===== src/sv/ddmo_pkg.sv =====
// Shared widths, constants and the arctangent table for the midpoint odometry block.
// No dependencies; imported by ddmo_mul and diff_drive_midpoint_odometry.
package ddmo_pkg;

    localparam int CORDIC_STEPS_DEF = 24;

    localparam int CNT_W  = 32;   // encoder count width
    localparam int POS_W  = 48;   // Q23.24 position
    localparam int ANG_W  = 32;   // binary angle
    localparam int DPT_W  = 24;   // dist_per_tick
    localparam int TPT_W  = 32;   // turn_per_tick
    localparam int MUL_W  = 34;   // signed operand width of the shared multiplier
    localparam int PROD_W = 2 * MUL_W;
    localparam int ACC_W  = 64;
    localparam int CRD_W  = 33;   // CORDIC x, y and z
    localparam int ATAN_W = 30;

    localparam int CFG_IDX_W  = 1;
    localparam int CFG_DATA_W = 32;

    localparam logic [CFG_IDX_W-1:0] REG_DIST_PER_TICK = 1'd0;
    localparam logic [CFG_IDX_W-1:0] REG_TURN_PER_TICK = 1'd1;

    localparam logic [DPT_W-1:0] DIST_PER_TICK_RST = 24'd15972;
    localparam logic [TPT_W-1:0] TURN_PER_TICK_RST = 32'd2957925;

    // CORDIC gain compensation, Q2.30
    localparam logic signed [CRD_W-1:0] CORDIC_K0 = 33'sd652032874;

    localparam logic signed [ACC_W-1:0] RND_HALF = 64'sh0000_0000_4000_0000;
    localparam logic signed [ACC_W-1:0] POS_MAX  = 64'sh0000_7FFF_FFFF_FFFF;
    localparam logic signed [ACC_W-1:0] POS_MIN  = -64'sh0000_8000_0000_0000;

    // atan(2^-i) in binary angle units
    function automatic logic [ATAN_W-1:0] atan_entry(input logic [4:0] i);
        logic [ATAN_W-1:0] r;
        case (i)
            5'd0:    r = 30'h20000000;
            5'd1:    r = 30'h12E4051E;
            5'd2:    r = 30'h09FB385B;
            5'd3:    r = 30'h051111D4;
            5'd4:    r = 30'h028B0D43;
            5'd5:    r = 30'h0145D7E1;
            5'd6:    r = 30'h00A2F61E;
            5'd7:    r = 30'h00517C55;
            5'd8:    r = 30'h0028BE53;
            5'd9:    r = 30'h00145F2F;
            5'd10:   r = 30'h000A2F98;
            5'd11:   r = 30'h000517CC;
            5'd12:   r = 30'h00028BE6;
            5'd13:   r = 30'h000145F3;
            5'd14:   r = 30'h0000A2FA;
            5'd15:   r = 30'h0000517D;
            5'd16:   r = 30'h000028BE;
            5'd17:   r = 30'h0000145F;
            5'd18:   r = 30'h00000A30;
            5'd19:   r = 30'h00000518;
            5'd20:   r = 30'h0000028C;
            5'd21:   r = 30'h00000146;
            5'd22:   r = 30'h000000A3;
            5'd23:   r = 30'h00000051;
            5'd24:   r = 30'h00000029;
            5'd25:   r = 30'h00000014;
            5'd26:   r = 30'h0000000A;
            5'd27:   r = 30'h00000005;
            5'd28:   r = 30'h00000003;
            5'd29:   r = 30'h00000001;
            5'd30:   r = 30'h00000001;
            default: r = 30'h00000000;
        endcase
        return r;
    endfunction

endpackage


===== src/sv/ddmo_mul.sv =====
// Shared signed multiplier with a registered product.
// Depends on ddmo_pkg for operand widths.
module ddmo_mul (
    input  logic                                  clk,
    input  logic signed [ddmo_pkg::MUL_W-1:0]     a,
    input  logic signed [ddmo_pkg::MUL_W-1:0]     b,
    output logic signed [ddmo_pkg::PROD_W-1:0]    prod
);
    import ddmo_pkg::*;

    logic signed [PROD_W-1:0] prod_reg;

    always_ff @(posedge clk)
    begin
        prod_reg <= a * b;
    end

    assign prod = prod_reg;

endmodule

===== config.mk =====
export PLATFORM = sky130hd
export DESIGN_NAME = ddmo_mul
export DESIGN_NICKNAME = d
export VERILOG_FILES = /design/src/sv/ddmo_pkg.sv /design/src/sv/ddmo_mul.sv
export SDC_FILE = /design/constraint.sdc
export NUM_CORES = 2
export LEC_CHECK = 0
export ABC_AREA = 1
export BUFFER_PORTS_ARGS = -buffer_cell sky130_fd_sc_hd__buf_2
export CAP_MARGIN = 20
export CORE_ASPECT_RATIO = 1.2
export CORE_MARGIN = 1.5
export CORE_UTILIZATION = 60
export CTS_CLUSTER_SIZE = 40
export DETAILED_ROUTE_END_ITERATION = 6
export PLACE_DENSITY = 0.74
export SKIP_CTS_REPAIR_TIMING = 1
export SLEW_MARGIN = 20
export SYNTH_ARGS = -nofsm -noshare
export SYNTH_HDL_FRONTEND = slang
export SYNTH_SLANG_ARGS = --single-unit

===== constraint.sdc =====
create_clock -name clk -period 11.3 [get_ports clk]
set_input_delay 1.13 -clock clk [delete_from_list [all_inputs] [get_ports clk]]
set_output_delay 1.13 -clock clk [all_outputs]
set_load 0.01 [all_outputs]

==> results.md <==
* Minimum clock period at just under 9 ns
* Number of rows created at floorplan at 111
* Delay-heaviest family, CP: adder cells
* Slowest cell on the critical path: fa_1
* Area added between synthesis and finish at 3.105%
* Die area at slightly below 80000 um^2
* Buffers from clock root to sink, at most at 2
* Largest stage delay, worst path at ~0.94 ns
* Result of the run: complete, but fails checks
* Post-synthesis instance area at approximately 46000 um^2
* CTS tree: yes
* Number of library cell types mapped by synthesis at 32
* Post-synthesis compound-gate area fraction at 0.01131
* Relative slew slack at 0.2861
* Maxcap violations at 0
* Total via count in the routed design at between 30000 and 40000
* Multiplexer share of the synthesized area at 0
* CP dominant cell by count: fa_1
* Count of mapped cells out of synthesis at 5972
* Maximum number of pins on one net before global-route repair at 36
* Top achievable clock speed at between 100 and 150 MHz
* Endpoint arrival time on the critical path at 8.94 ns
* Antenna violations before repair at 8
* Top layer used by detailed routing: met5
* Clock transition at the registers of the reported paths at about 0.060 ns
* H-tree Lvls at 3
* HPWL Detailed at 106600 um
* Combinational family with the most area after synthesis: adder cells
* Cell type with the highest aggregate area in the netlist: fa_1
* Register bit count reported by yosys at slightly below 70
* Layout filler cell count at slightly below 7000
* Routed wl met3 at approximately 9300 um
* Core area at ~76000 um^2
* GRT Util Overall at 0.3457
* Post-Synth Simple-Gate Area at 0.1658
* Area share of the largest cell type after synthesis at 0.5375
* Biggest fanout along the worst timing path at 34
* Initial Util at 0.6051
* Height of the die at 307.1 um
* Routed Antenna Nets at 0
* Number of global-route vias before repair at between 30000 and 40000
* Violated checks: design-rule violations
* Ratio of cells with drive above 1 in the final layout at 0.03968
* Mean instance size in the synthesized netlist at about 7.7 um^2
* Placer's final routability congestion estimate at just under 1
* Sink Count at approximately 70
* Yosys warnings at 0
* Hold violation total from the final report at 0
* Met2 wire len at roughly 66000 um
* Detailed-router iteration count before antenna repair at 7
* Worst path bufs/invs at 5
* Routed length per placed instance at around 19 um
* Count of endpoints failing setup in the final report at 0
* Post-synthesis share of cell area spent on xor and xnor gates at 0.006632
* Ratio of routed vias to standard cells at roughly 5.2
* Final worst path period share at 0.7695
* Number of pins exceeding their max-slew limit in the final report at 0
* Sort of element at the end of the critical path: flip-flop
* Global route overflow at 0
* Worst min path class: in -> reg
* Post-route DRC at 4
* Dominant cells by area after synthesis: fa_1 (54%), inv_1 (17%), nand2_1 (13%)
* Fin nets at about 7400
* Setup TNS after final layout at 0 ns
* Ports placed on the boundary at 137
* Number of buffers created by CTS at 9
* RSZ-0062 raised after global routing: false
* Adder and majority gate portion of the synthesized area at 0.5927
* Routed metal-1 wirelength at about 48000 um
* Clk root buf: clkbuf_16
* Global-route wire length before repair at about 210000 um
* Critical-path cell list: buf_2 -> nand2_1 -> fa_1 -> fa_1 -> inv_1 -> fa_1 -> inv_1 -> fa_1 -> fa_1 -> fa_1 -> fa_1 -> fa_1 -> inv_1 -> ha_1 -> nand2_1 -> nor2_1 -> nand3_1 -> inv_1 -> nand2_1 -> nor3_2 -> nand2_1 -> nand4_1 -> nand2_1
* Aggregate routed wire length at ~130000 um
* CP required at between 10 and 15 ns
* Quantity of I/O buffers inserted on ports at approximately 140
* Net Count, Synth at between 7000 and 8000
* Sequential cell area fraction in the yosys report at 0.02945
* Kind of launch point of the worst setup path: input port
* Die outline width at 256.4 um
* Number of design-rule violations left by the first detailed-router iteration at 2588
* WS Path Type: in -> reg
* Least-Margin Pin Slew at ~1.1 ns
* Flip-flop count of the largest register, all copies and words added at 68
-- synth_stat cells (all sizes together) --
cell and n:
inv 2119, nand2 1683, fa 1241, clkbuf 269
ha 204, nor2 124, nand3 77, dfxtp 68
a21oi 63, xor2 33, nor3 22, nand4 19
o21ai 19, o21bai 11, or2 8, nand3b 3
buf 2, xnor2 2, a21o 1, and2 1
nand2b 1, nor4 1, o21a 1
-- worst paths after layout --
path / endpoint / slack (ns) / startpoint / cells after the start
min: prod[0] / 1.31 / a[0] / 3
max: prod[59] / 2.60 / b[10] / 23
-- per-stage QoR --
step | cells | hold WS [ns] | setup slack, ns | instance area [um^2] | util
after floorplan | 5972 | 1.409 | 3.347 | 46220 | -
after global placement | 6873 | 1.525 | 2.332 | 47300 | 0.6192
after detailed placement | 6873 | 1.523 | 2.154 | 47300 | 0.6192
after CTS | 6888 | 1.296 | 2.494 | 47620 | 0.6234
after global routing | 6894 | 1.317 | 2.172 | 47660 | 0.6239
final | 6894 | 1.308 | 2.604 | 47660 | 0.6239
-- logic make-up (layout without fill, tap and decap cells) --
family	Yosys count	count (layout)
compound gates	95	95
xor+xnor	35	35
fa+ha+maj	1445	1445
buf+inv	2390	2290
flops	68	68
other cells	0	5
simple gates	1939	1939
-- placed cells by master (no fill, tap or decap) --
cell type   instances
a21o_1              1
nor2_1            115
nand2_4             2
inv_6               1
o21a_1              1
a21oi_1            59
clkinvlp_4          2
nor3_2              5
xor2_1             33
o21bai_1           11
buf_4              19
inv_2               3
inv_1            2116
nand2b_1            1
buf_2             136
diode_2             5
clkinv_2            1
a21oi_2             4
dfxtp_1            68
o21ai_1             1
nand3_2             7
nand3b_1            3
xnor2_1             2
ha_1              204
buf_16              1
clkbuf_16           9
fa_1             1240
nand4_1            19
o21ai_0            18
or2_2               8
and2_1              1
nor3_4              2
nand2_1          1661
nand2_2            20
bufinv_16           2
fa_2                1
nor3_1             15
nand3_1            70
nor2_2              9
nor4_2              1
-- final cells by class --
type,instances,area (um^2),share of cell area
inverter,2119,7954,0.1669
multi-input combinational,3514,35890,0.7531
sequential,68,1361,0.02856
timing repair buffer,156,850.8,0.01785
clock inverter,6,88.84,0.001864
clock buffer,9,225.2,0.004726
tap,1017,1272,0.02670
antenna,5,12.51,0.0002625
-- layer usage --
metal  track usage  vias to the layer above
li1              -                    15800
met5             0                        -
met4        0.1486                        4
met1        0.4318                    18280
met2        0.6035                     1524
met3       0.04731                      403
Power is not shown: default switching activity piles up to over one toggle a cycle in this logic, so the estimate is an artifact.
